File: config.mk
export PLATFORM = sky130hd
export DESIGN_NAME = cpu_schedule_simulator_core
export DESIGN_NICKNAME = d
export VERILOG_FILES = /design/src/rtl/cssim_pkg.sv /design/src/rtl/cssim_ctrl.sv /design/src/rtl/cssim_dp.sv /design/src/rtl/cpu_schedule_simulator_core.sv
export SDC_FILE = /design/constraint.sdc
export NUM_CORES = 2
export LEC_CHECK = 0
export BUFFER_PORTS_ARGS = -buffer_cell sky130_fd_sc_hd__buf_2
export CAP_MARGIN = 10
export CORE_ASPECT_RATIO = 1.2
export CORE_MARGIN = 4
export CORE_UTILIZATION = 50
export CTS_BUF_LIST = sky130_fd_sc_hd__clkbuf_8
export DETAILED_ROUTE_END_ITERATION = 8
export PLACE_DENSITY = 0.65
export SYNTH_ARGS = -nofsm -noshare
export SYNTH_HDL_FRONTEND = slang
export SYNTH_SLANG_ARGS = --single-unit
File: constraint.sdc
create_clock -name clk -period 8.77 [get_ports clk]
set_clock_uncertainty 0.05 [all_clocks]
set_input_delay 1.754 -clock clk [delete_from_list [all_inputs] [get_ports clk]]
set_output_delay 1.754 -clock clk [all_outputs]
set_load 0.05 [all_outputs]
File: src/rtl/cssim_pkg.sv
// Shared types and constants for the CPU schedule simulator.
// Depends on nothing; every other file takes names from here by scope.
`timescale 1ns / 1ps

package cssim_pkg;

  localparam logic [1:0] OP_LOAD  = 2'd0;
  localparam logic [1:0] OP_RUN   = 2'd1;
  localparam logic [1:0] OP_CLEAR = 2'd2;

  localparam logic CFG_POLICY  = 1'b0;
  localparam logic CFG_QUANTUM = 1'b1;

  localparam logic [2:0] POL_FCFS = 3'd0;
  localparam logic [2:0] POL_SJF  = 3'd1;
  localparam logic [2:0] POL_SRTF = 3'd2;
  localparam logic [2:0] POL_RR   = 3'd3;
  localparam logic [2:0] POL_PRIO = 3'd4;

  localparam logic [15:0] QUANTUM_RESET = 16'd2;
  localparam int OUT_TW = 21;

  typedef struct packed {
    logic [1:0]  op;
    logic [7:0]  proc_id;
    logic [15:0] arrival_time;
    logic [15:0] burst_time;
    logic [7:0]  prio_level;
  } in_item_t;

  typedef struct packed {
    logic [7:0]        result_id;
    logic [OUT_TW-1:0] finish_time;
    logic [OUT_TW-1:0] wait_time;
    logic [OUT_TW-1:0] turnaround_time;
    logic [OUT_TW-1:0] response_time;
    logic              last;
  } out_item_t;

  // Static per-process record written by a load.
  typedef struct packed {
    logic [7:0]  id;
    logic [15:0] arrival;
    logic [15:0] burst;
    logic [7:0]  prio;
  } entry_t;

  typedef enum logic [3:0] {
    ST_IDLE, ST_START, ST_PREP_RD, ST_PREP_WR, ST_LOOP, ST_SCAN_RD, ST_SCAN_EV,
    ST_SCAN_END, ST_JUMP, ST_RING_RD, ST_RING_CUR, ST_DISP_RD, ST_DISP_SL,
    ST_DISP_EX, ST_PUSH, ST_OUT_RD
  } state_t;

  typedef struct packed {
    logic accept;
    logic start_run;
    logic prep_wr;
    logic scan_init;
    logic scan_ev;
    logic scan_enq;
    logic scan_skip;
    logic jump;
    logic disp_rd;
    logic disp_sl;
    logic disp_ex;
    logic ring_rd;
    logic ring_cur;
    logic push;
    logic out_init;
    logic out_ld;
  } cmd_t;

  typedef struct packed {
    logic is_fcfs;
    logic is_rr;
    logic count_zero;
    logic idx_last;
    logic left_zero;
    logic found;
    logic ring_empty;
    logic rem_zero;
    logic out_busy;
  } stat_t;

endpackage

File: src/rtl/cssim_ctrl.sv
// Sequencer for the schedule simulator: load/run handshake, prepare sweep,
// table scans, dispatch, ready ring and result readout. Uses cssim_pkg.
`timescale 1ns / 1ps

module cssim_ctrl (
  input  logic              clk,
  input  logic              rst_n,
  input  logic              in_valid,
  input  logic [1:0]        in_op,
  output logic              in_stall,
  input  cssim_pkg::stat_t  stat,
  output cssim_pkg::cmd_t   cmd
);

  cssim_pkg::state_t state_r, state_nxt;
  logic enq_r, enq_nxt;
  logic skip_r, skip_nxt;
  logic rdy_r, rdy_nxt;

  always_ff @(posedge clk) begin
    if (!rst_n) begin
      state_r <= cssim_pkg::ST_IDLE;
      enq_r   <= 1'b0;
      skip_r  <= 1'b0;
      rdy_r   <= 1'b0;
    end else begin
      state_r <= state_nxt;
      enq_r   <= enq_nxt;
      skip_r  <= skip_nxt;
      rdy_r   <= rdy_nxt;
    end
  end

  always_comb begin
    state_nxt     = state_r;
    enq_nxt       = enq_r;
    skip_nxt      = skip_r;
    rdy_nxt       = rdy_r;
    cmd           = '0;
    cmd.scan_enq  = enq_r;
    cmd.scan_skip = skip_r;
    in_stall      = 1'b1;
    case (state_r)
      cssim_pkg::ST_IDLE: begin
        in_stall   = 1'b0;
        cmd.accept = in_valid;
        if (in_valid && in_op == cssim_pkg::OP_RUN && !stat.count_zero) begin
          state_nxt = cssim_pkg::ST_START;
        end
      end
      cssim_pkg::ST_START: begin
        cmd.start_run = 1'b1;
        state_nxt     = cssim_pkg::ST_PREP_RD;
      end
      cssim_pkg::ST_PREP_RD: begin
        state_nxt = cssim_pkg::ST_PREP_WR;
      end
      cssim_pkg::ST_PREP_WR: begin
        cmd.prep_wr = 1'b1;
        if (!stat.idx_last) begin
          state_nxt = cssim_pkg::ST_PREP_RD;
        end else if (stat.is_rr) begin
          cmd.scan_init = 1'b1;
          enq_nxt       = 1'b1;
          skip_nxt      = 1'b0;
          state_nxt     = cssim_pkg::ST_SCAN_RD;
        end else begin
          state_nxt = cssim_pkg::ST_LOOP;
        end
      end
      cssim_pkg::ST_LOOP: begin
        if (stat.left_zero) begin
          cmd.out_init = 1'b1;
          rdy_nxt      = 1'b0;
          state_nxt    = cssim_pkg::ST_OUT_RD;
        end else if (stat.is_fcfs) begin
          state_nxt = cssim_pkg::ST_DISP_RD;
        end else if (stat.is_rr && !stat.ring_empty) begin
          state_nxt = cssim_pkg::ST_RING_RD;
        end else begin
          cmd.scan_init = 1'b1;
          enq_nxt       = 1'b0;
          skip_nxt      = 1'b0;
          state_nxt     = cssim_pkg::ST_SCAN_RD;
        end
      end
      cssim_pkg::ST_SCAN_RD: begin
        state_nxt = cssim_pkg::ST_SCAN_EV;
      end
      cssim_pkg::ST_SCAN_EV: begin
        cmd.scan_ev = 1'b1;
        state_nxt   = stat.idx_last ? cssim_pkg::ST_SCAN_END : cssim_pkg::ST_SCAN_RD;
      end
      cssim_pkg::ST_SCAN_END: begin
        if (enq_r) begin
          state_nxt = (skip_r && !stat.rem_zero) ? cssim_pkg::ST_PUSH : cssim_pkg::ST_LOOP;
        end else if (!stat.is_rr && stat.found) begin
          state_nxt = cssim_pkg::ST_DISP_RD;
        end else begin
          state_nxt = cssim_pkg::ST_JUMP;
        end
      end
      cssim_pkg::ST_JUMP: begin
        cmd.jump = 1'b1;
        if (stat.is_rr) begin
          cmd.scan_init = 1'b1;
          enq_nxt       = 1'b1;
          skip_nxt      = 1'b0;
          state_nxt     = cssim_pkg::ST_SCAN_RD;
        end else begin
          state_nxt = cssim_pkg::ST_LOOP;
        end
      end
      cssim_pkg::ST_RING_RD: begin
        cmd.ring_rd = 1'b1;
        state_nxt   = cssim_pkg::ST_RING_CUR;
      end
      cssim_pkg::ST_RING_CUR: begin
        cmd.ring_cur = 1'b1;
        state_nxt    = cssim_pkg::ST_DISP_RD;
      end
      cssim_pkg::ST_DISP_RD: begin
        cmd.disp_rd = 1'b1;
        state_nxt   = cssim_pkg::ST_DISP_SL;
      end
      cssim_pkg::ST_DISP_SL: begin
        cmd.disp_sl = 1'b1;
        state_nxt   = cssim_pkg::ST_DISP_EX;
      end
      cssim_pkg::ST_DISP_EX: begin
        cmd.disp_ex = 1'b1;
        if (stat.is_rr) begin
          cmd.scan_init = 1'b1;
          enq_nxt       = 1'b1;
          skip_nxt      = 1'b1;
          state_nxt     = cssim_pkg::ST_SCAN_RD;
        end else begin
          state_nxt = cssim_pkg::ST_LOOP;
        end
      end
      cssim_pkg::ST_PUSH: begin
        cmd.push  = 1'b1;
        state_nxt = cssim_pkg::ST_LOOP;
      end
      cssim_pkg::ST_OUT_RD: begin
        // wait for the entry read (rdy_r), then hold until the result
        // register is free and load one result
        rdy_nxt = 1'b1;
        if (rdy_r && !stat.out_busy) begin
          cmd.out_ld = 1'b1;
          rdy_nxt    = 1'b0;
          state_nxt  = stat.idx_last ? cssim_pkg::ST_IDLE : cssim_pkg::ST_OUT_RD;
        end
      end
      default: begin
        state_nxt = cssim_pkg::ST_IDLE;
      end
    endcase
  end

endmodule

File: src/rtl/cssim_dp.sv
// Datapath of the schedule simulator: process tables, ready ring, clock,
// scan trackers, dispatch arithmetic and result register. Uses cssim_pkg.
`timescale 1ns / 1ps

module cssim_dp #(
  parameter int MAX_PROCS = 16
) (
  input  logic                 clk,
  input  logic                 rst_n,
  input  logic                 cfg_we,
  input  logic                 cfg_index,
  input  logic [15:0]          cfg_data,
  input  cssim_pkg::in_item_t  in_data,
  input  logic                 out_stall,
  output logic                 out_valid,
  output cssim_pkg::out_item_t out_data,
  input  cssim_pkg::cmd_t      cmd,
  output cssim_pkg::stat_t     stat
);

  localparam int IW  = (MAX_PROCS > 1) ? $clog2(MAX_PROCS) : 1;
  localparam int CW  = $clog2(MAX_PROCS + 1);
  localparam int TWN = $clog2((MAX_PROCS + 1) * 65536);
  localparam int TW  = (TWN > cssim_pkg::OUT_TW) ? TWN : cssim_pkg::OUT_TW;
  localparam logic [CW-1:0] MAXC = CW'(MAX_PROCS);
  localparam logic [IW-1:0] LASTI = IW'(MAX_PROCS - 1);

  cssim_pkg::entry_t smem [MAX_PROCS];
  logic [15:0]   rem_mem [MAX_PROCS];
  logic [TW-1:0] first_mem [MAX_PROCS];
  logic [TW-1:0] fin_mem [MAX_PROCS];
  logic [IW-1:0] ring_mem [MAX_PROCS];

  cssim_pkg::entry_t sq_r;
  logic [15:0]   rem_q_r;
  logic [TW-1:0] first_q_r, fin_q_r;
  logic [IW-1:0] ring_q_r;

  logic [2:0]    policy_r;
  logic [15:0]   quantum_r;
  logic [CW-1:0] count_r, idx_r, left_r, fill_r;
  logic [TW-1:0] t_r, ts_r;
  logic [MAX_PROCS-1:0] done_r, queued_r;
  logic [IW-1:0] best_r, cur_r, head_r, tail_r;
  logic [15:0]   bkey_r, minall_r, minfut_r, slice_r;
  logic          found_r, hasall_r, hasfut_r, remz_r, outv_r;
  cssim_pkg::out_item_t out_r;

  logic is_fcfs, is_sjf, is_srtf, is_rr, is_prio;
  assign is_sjf  = policy_r == cssim_pkg::POL_SJF;
  assign is_srtf = policy_r == cssim_pkg::POL_SRTF;
  assign is_rr   = policy_r == cssim_pkg::POL_RR;
  assign is_prio = policy_r == cssim_pkg::POL_PRIO;
  assign is_fcfs = !(is_sjf || is_srtf || is_rr || is_prio);

  logic [IW-1:0] ei, disp_src, rd_idx;
  logic [CW-1:0] done_cnt;
  assign ei       = idx_r[IW-1:0];
  assign done_cnt = count_r - left_r;
  always_comb begin
    if (is_fcfs) begin
      disp_src = done_cnt[IW-1:0];
    end else if (is_rr) begin
      disp_src = cur_r;
    end else begin
      disp_src = best_r;
    end
  end
  // keep the dispatched entry on the read port until the execute step
  assign rd_idx = (cmd.disp_rd || cmd.disp_sl) ? disp_src : ei;

  // scan evaluation of the entry read last cycle
  logic          nd, arrived, pick_hit, enq_hit;
  logic [15:0]   key;
  assign nd       = !done_r[ei];
  assign arrived  = TW'(sq_r.arrival) <= t_r;
  assign key      = is_prio ? {8'd0, sq_r.prio} : rem_q_r;
  assign pick_hit = nd && arrived && (!found_r || key < bkey_r);
  assign enq_hit  = cmd.scan_ev && cmd.scan_enq && nd && arrived && !queued_r[ei] &&
                    !(cmd.scan_skip && ei == cur_r);

  // dispatch arithmetic
  logic [15:0]   q_eff, gap, slice_nxt, newrem;
  logic [TW-1:0] tnew;
  assign q_eff = (quantum_r == 16'd0) ? 16'd1 : quantum_r;
  assign gap   = minfut_r - t_r[15:0];
  always_comb begin
    slice_nxt = rem_q_r;
    if (is_rr) begin
      slice_nxt = (rem_q_r < q_eff) ? rem_q_r : q_eff;
    end else if (is_srtf && hasfut_r && gap < rem_q_r) begin
      slice_nxt = gap;
    end
  end
  assign newrem = rem_q_r - slice_r;
  assign tnew   = ts_r + TW'(slice_r);

  // result fields
  logic [TW-1:0] tat, wt, rsp;
  assign tat = fin_q_r - TW'(sq_r.arrival);
  assign wt  = tat - TW'(sq_r.burst);
  assign rsp = first_q_r - TW'(sq_r.arrival);

  logic ring_we;
  logic [IW-1:0] ring_wd;
  assign ring_we = enq_hit || cmd.push;
  assign ring_wd = cmd.push ? cur_r : ei;

  always_ff @(posedge clk) begin
    sq_r      <= smem[rd_idx];
    rem_q_r   <= rem_mem[rd_idx];
    first_q_r <= first_mem[rd_idx];
    fin_q_r   <= fin_mem[rd_idx];
    ring_q_r  <= ring_mem[head_r];
    if (cmd.accept && in_data.op == cssim_pkg::OP_LOAD && count_r < MAXC) begin
      smem[count_r[IW-1:0]].id      <= in_data.proc_id;
      smem[count_r[IW-1:0]].arrival <= in_data.arrival_time;
      smem[count_r[IW-1:0]].burst   <= (in_data.burst_time == 16'd0) ? 16'd1
                                                                     : in_data.burst_time;
      smem[count_r[IW-1:0]].prio    <= in_data.prio_level;
    end
    if (cmd.prep_wr) begin
      rem_mem[ei] <= sq_r.burst;
    end
    if (cmd.disp_ex) begin
      rem_mem[cur_r] <= newrem;
      if (rem_q_r == sq_r.burst) begin
        first_mem[cur_r] <= ts_r;
      end
      if (newrem == 16'd0) begin
        fin_mem[cur_r] <= tnew;
      end
    end
    if (ring_we) begin
      ring_mem[tail_r] <= ring_wd;
    end
  end

  always_ff @(posedge clk) begin
    if (!rst_n) begin
      policy_r  <= cssim_pkg::POL_FCFS;
      quantum_r <= cssim_pkg::QUANTUM_RESET;
      count_r   <= '0;
      idx_r     <= '0;
      left_r    <= '0;
      fill_r    <= '0;
      t_r       <= '0;
      ts_r      <= '0;
      done_r    <= '0;
      queued_r  <= '0;
      best_r    <= '0;
      cur_r     <= '0;
      head_r    <= '0;
      tail_r    <= '0;
      bkey_r    <= '0;
      minall_r  <= '0;
      minfut_r  <= '0;
      slice_r   <= '0;
      found_r   <= 1'b0;
      hasall_r  <= 1'b0;
      hasfut_r  <= 1'b0;
      remz_r    <= 1'b0;
      outv_r    <= 1'b0;
      out_r     <= '0;
    end else begin
      if (cfg_we) begin
        if (cfg_index == cssim_pkg::CFG_POLICY) begin
          policy_r <= cfg_data[2:0];
        end else begin
          quantum_r <= cfg_data;
        end
      end
      if (cmd.accept) begin
        if (in_data.op == cssim_pkg::OP_LOAD && count_r < MAXC) begin
          count_r <= count_r + CW'(1);
        end else if (in_data.op == cssim_pkg::OP_CLEAR) begin
          count_r <= '0;
        end
      end
      if (cmd.start_run) begin
        t_r      <= '0;
        done_r   <= '0;
        queued_r <= '0;
        head_r   <= '0;
        tail_r   <= '0;
        fill_r   <= '0;
        left_r   <= count_r;
        idx_r    <= '0;
      end
      if (cmd.scan_init || cmd.out_init) begin
        idx_r    <= '0;
        found_r  <= 1'b0;
        hasall_r <= 1'b0;
        hasfut_r <= 1'b0;
      end else if (cmd.prep_wr || cmd.scan_ev || cmd.out_ld) begin
        idx_r <= idx_r + CW'(1);
      end
      if (cmd.scan_ev) begin
        if (pick_hit) begin
          found_r <= 1'b1;
          bkey_r  <= key;
          best_r  <= ei;
        end
        if (nd && (!hasall_r || sq_r.arrival < minall_r)) begin
          hasall_r <= 1'b1;
          minall_r <= sq_r.arrival;
        end
        if (nd && !arrived && (!hasfut_r || sq_r.arrival < minfut_r)) begin
          hasfut_r <= 1'b1;
          minfut_r <= sq_r.arrival;
        end
      end
      if (ring_we) begin
        tail_r <= (tail_r == LASTI) ? '0 : tail_r + IW'(1);
        fill_r <= fill_r + CW'(1);
        queued_r[ring_wd] <= 1'b1;
      end
      if (cmd.jump) begin
        t_r <= (hasall_r && TW'(minall_r) > t_r) ? TW'(minall_r) : t_r + TW'(1);
      end
      if (cmd.ring_rd) begin
        head_r <= (head_r == LASTI) ? '0 : head_r + IW'(1);
        fill_r <= fill_r - CW'(1);
      end
      if (cmd.ring_cur) begin
        cur_r <= ring_q_r;
        queued_r[ring_q_r] <= 1'b0;
      end
      if (cmd.disp_rd) begin
        cur_r <= disp_src;
      end
      if (cmd.disp_sl) begin
        slice_r <= slice_nxt;
        ts_r    <= (is_fcfs && TW'(sq_r.arrival) > t_r) ? TW'(sq_r.arrival) : t_r;
      end
      if (cmd.disp_ex) begin
        t_r    <= tnew;
        remz_r <= newrem == 16'd0;
        if (newrem == 16'd0) begin
          done_r[cur_r] <= 1'b1;
          left_r        <= left_r - CW'(1);
        end
      end
      if (out_valid && !out_stall) begin
        outv_r <= 1'b0;
      end
      if (cmd.out_ld) begin
        outv_r                <= 1'b1;
        out_r.result_id       <= sq_r.id;
        out_r.finish_time     <= fin_q_r[cssim_pkg::OUT_TW-1:0];
        out_r.wait_time       <= wt[cssim_pkg::OUT_TW-1:0];
        out_r.turnaround_time <= tat[cssim_pkg::OUT_TW-1:0];
        out_r.response_time   <= rsp[cssim_pkg::OUT_TW-1:0];
        out_r.last            <= (idx_r + CW'(1)) == count_r;
      end
    end
  end

  assign out_valid = outv_r;
  assign out_data  = out_r;

  always_comb begin
    stat.is_fcfs    = is_fcfs;
    stat.is_rr      = is_rr;
    stat.count_zero = count_r == '0;
    stat.idx_last   = (idx_r + CW'(1)) == count_r;
    stat.left_zero  = left_r == '0;
    stat.found      = found_r;
    stat.ring_empty = fill_r == '0;
    stat.rem_zero   = remz_r;
    stat.out_busy   = outv_r;
  end

endmodule

File: src/rtl/cpu_schedule_simulator_core.sv
// Top level of the CPU schedule simulator.
// Joins cssim_ctrl and cssim_dp; types come from cssim_pkg.
`timescale 1ns / 1ps

// A load transaction appends one process to a table of MAX_PROCS entries
// (dropped when the table is full); a clear transaction empties it. A run
// transaction simulates the table under the policy register and then
// delivers one result per entry, in load order, the last one flagged. A run
// begins with a prepare sweep, then makes each SJF, SRTF or priority decision
// with a full table scan followed by dispatch; FCFS dispatches in load order
// without a scan, and round robin takes the next process from the ready ring
// and adds a scan per slice. SRTF runs each chosen process until it finishes
// or the next arrival, so its decisions track arrivals rather than ticks.
// Readout loads one result at a time, holding while the output register is
// still full. The input is stalled for the whole run; the last result may
// still wait in the output register while new items are taken.
module cpu_schedule_simulator_core #(
  parameter int MAX_PROCS = 16
) (
  input  logic                 clk,
  input  logic                 rst_n,
  input  logic                 cfg_we,
  input  logic                 cfg_index,
  input  logic [15:0]          cfg_data,
  input  logic                 in_valid,
  output logic                 in_stall,
  input  cssim_pkg::in_item_t  in_data,
  output logic                 out_valid,
  input  logic                 out_stall,
  output cssim_pkg::out_item_t out_data
);

  // command and status between sequencer and datapath
  cssim_pkg::cmd_t  cmd;
  cssim_pkg::stat_t stat;

  cssim_ctrl u_ctrl (
    .clk      (clk),
    .rst_n    (rst_n),
    .in_valid (in_valid),
    .in_op    (in_data.op),
    .in_stall (in_stall),
    .stat     (stat),
    .cmd      (cmd)
  );

  cssim_dp #(
    .MAX_PROCS (MAX_PROCS)
  ) u_dp (
    .clk       (clk),
    .rst_n     (rst_n),
    .cfg_we    (cfg_we),
    .cfg_index (cfg_index),
    .cfg_data  (cfg_data),
    .in_data   (in_data),
    .out_stall (out_stall),
    .out_valid (out_valid),
    .out_data  (out_data),
    .cmd       (cmd),
    .stat      (stat)
  );

endmodule

==> results.cfg <==
[outcome]
outcome = completed

[power_and_ir_drop]
leakage_uw = 0.0348
cellInternalPower_uw = 16200
irDropWorstVdd_uv = 141
p_seq_share_pct = 53.3
clockPowerShare_pct = 39.7
power_density_nw_per_um2 = 205
p_sw_share_pct = 23.7
p_sw_uw = 5020
comb_power_share_pct = 7.0

[critical_path]
path_cells = inv_1 -> ha_1 -> nor2b_1 -> o31ai_1 -> a21oi_1 -> a211o_1 -> nand2_1 -> o211ai_1 -> or2_2 -> a21oi_1 -> xor2_1 -> ha_1 -> or4b_2 -> a211oi_1 -> o21ai_0 -> buf_4 -> nand2_1 -> o22ai_1 -> a211o_1 -> a21oi_1
worstReg2RegStart = u_dp.t_r[1]$_SDFFE_PN0P_
crit_buf_inv = 2
cp-startpoint = u_dp.t_r[1]$_SDFFE_PN0P_
cp-start-kind = register
slowest_delay_ns = 0.64
arrival_ns = 6.18
worstPathRequired_ns = 9.64
cpMostUsedCell = a21oi_1
cp-end-kind = register
cp_top_family = compound AO/OA/AOI/OAI gates
critical_path_class = register to register
crit_path_max_fanout = 13
worst_path_max_delay_cell = or4b_2

[drt]
viasPerCell = 5.98
post-route-drc-count = 0
drt_first_pass_iters = 6
finalWirelength_mm = 253
detail_route.wl_per_cell_um = 24.2
vias = 62553
drt-initial-drc-count = 6013
ant_nets = 0

[synthesis]
synth_top_area_share_pct = 56.9
ys_warn_count = 0
ys_ff_latch = 2168
synthDistinctLibCells = 85
synth_area_leader_cell = edfxtp_1
synth-edff-count = 1760
netlist_instances = 7572
ys_top_cells_by_count = 1760 x edfxtp_1, 1214 x nand2_1, 562 x a211oi_1, 457 x a21oi_1, 436 x and2_1
ys_top_cells_by_area = edfxtp_1 57%, dfxtp_1 8.8%, nand2_1 4.9%
synth_most_common_cell = edfxtp_1
syn_nets = 7869
synth.cell_area_um2 = 92900
yosysSeqAreaShare_pct = 65.7
synthFlopType = edfxtp_1
async_flop_share_pct = 0
avgSynthCellArea_um2 = 12.3

[grt]
antenna_found_initial = 17
grt-ovfl-total = 0
grt_pass1_wl_mm = 375
grt_max_degree = 217
grt.busiest_layer = met2
track_usage_pct = 25.5
grt_use_met1_pct = 33.3
use_met3_pct = 4.82
use_met2_pct = 42.6
grt_pass1_vias = 60360

[clock_network]
ctsHtreeMaxLevel = 5
cts_resized = 0
cts_tree = yes
cts_setup_buffers = 0
insertion_delay_ns = 1.06
cts_buffer_depth = 4
hold_buffers = 0
cts_buffers = 350
cts_num_sinks = 2168
clk_pin_slew_worst_paths_ns = 0.07
root_buffer = clkbuf_8

[die]
die_h_um = 480
die_x_um = 401
start_util_pct = 50.2
die_area_um2 = 193000
core-area_um2 = 185000
row_count = 173
io_pins = 167

[cells_and_area]
drive_gt1_share_pct = 11.6
finalNetCount = 8037
nFillCells = 15207
final_util_pct = 55.8
area_delta_synth_final_pct = 11.1

[hold_path]
hp-class = register to register
hold_start = u_dp.sq_r[43]$_DFF_P_

[placed_design]
post-dp-hpwl_mm = 150
gp_congestion = 0.962
place_ws_ns = 3.63
portBuffers = 166

[timing]
setup_ws_ns = 3.46
setup_viol = 0
fmax_mhz = 188
min_period_ns = 5.31
hold_viol = 0
setup_tns_ns = 0
max-slew-margin-rel_pct = 13.8
fin_crit_sh_pct = 60.6
slew_violations = 0
fin_hold_ws_ns = 0.392
worst_slew_pin_slew_ns = 1.29
rsz0062_at_grt = false

[job]
cap_violations = 0
[cells by family (layout without fill, tap and decap cells)]
kind of cell,after synthesis,in the layout,synth area share [%]
xor gates and xnor gates,113,113,1.07
buffers and inverters,704,1139,2.95
muxes,110,110,1.60
AOI/OAI and AO/OA,1928,1928,14.1
DFF,2168,2168,65.7
and+or+nand+nor,2324,2324,11.5
other,0,10,0
adders and majority gates,225,225,3.09
[placed cells by master (no fill, tap or decap), types with 48 or more instances in the layout]
cell type,count
a31oi_1,242
nand2_1,1214
buf_2,165
o21ai_0,167
ha_1,218
nor2_1,213
a21o_1,49
a311oi_1,216
clkinv_1,57
nor2_2,48
nor3_1,65
edfxtp_1,1760
and2_1,436
a211oi_1,562
inv_1,300
nand3_1,107
buf_4,154
xnor2_1,69
mux2i_1,71
clkbuf_8,390
a21oi_1,456
dfxtp_1,408
[worst reg2reg max path, stage by stage (launching register included)]
cell and delay (ns):
dfxtp_1 0.48, inv_1 0.13, ha_1 0.28, nor2b_1 0.14, o31ai_1 0.37, a21oi_1 0.21, a211o_1 0.32, nand2_1 0.10
o211ai_1 0.14, or2_2 0.31, a21oi_1 0.18, xor2_1 0.09, ha_1 0.19, or4b_2 0.64, a211oi_1 0.33, o21ai_0 0.15
buf_4 0.21, nand2_1 0.34, o22ai_1 0.16, a211o_1 0.28, a21oi_1 0.13
[layer usage]
metal / vias to the layer above / part of all wire [%]
met5: - / 0.035
met4: 16 / 3.5
met3: 511 / 6.7
met2: 2086 / 49
met1: 31130 / 41
li1: 28810 / -
[power groups by stage]
| stage | clock network [uW] | logic [uW] | registers, uW |
|---|---|---|---|
| 2_1_floorplan | 0 | 1030 | 11400 |
| 3_3_place_gp | 0 | 1440 | 11500 |
| 3_5_place_dp | 0 | 1460 | 11500 |
| 4_1_cts | 8580 | 1470 | 11300 |
| 5_1_grt | 9060 | 1630 | 11300 |
| 6_report | 8400 | 1480 | 11300 |
[path summary, 6_finish.rpt]
kind         slack (ns)  cells after the start                             end
max                3.46                     20    u_dp.slice_r[8]$_SDFFE_PN0P_
min                0.39                      2  u_dp.out_data[88]$_SDFFE_PN0P_
max reg2reg        3.46                     20    u_dp.slice_r[8]$_SDFFE_PN0P_
min reg2reg        0.39                      2  u_dp.out_data[88]$_SDFFE_PN0P_
[stage by stage]
| stage | area, um2 | instances | power, uW |
|---|---|---|---|
| detailed placement | 96400 | 9834 | 13000 |
| floorplan | 92900 | 7572 | 12400 |
| CTS | 103000 | 10453 | 21300 |
| global placement | 96400 | 9834 | 12900 |
| global route | 103000 | 10460 | 22000 |
| finish | 103000 | 10467 | 21200 |
[sequential cells by signal (all words and copies together) (netlist names), 48 cells and up]
| register | cells |
|---|---|
| u_dp.ring_mem | 64 |
| u_dp.out_data | 93 |
| u_dp.fin_mem | 336 |
| u_dp.first_mem | 336 |
| u_dp.smem | 768 |
| u_dp.sq_r | 48 |
| u_dp.rem_mem | 256 |
[area by class of cell]
cell class	instances	area (um2)	share of cell area, %
sequential	2168	61000	59.1
multi-input combinational	4700	29500	28.6
clock inverter	229	1340	1.30
clock buffer	390	5370	5.20
inverter	192	728	0.706
antenna	10	25.0	0.0242
timing repair buffer	328	2160	2.09
tap	2450	3070	2.97
Power figures use the tool's default switching activity.
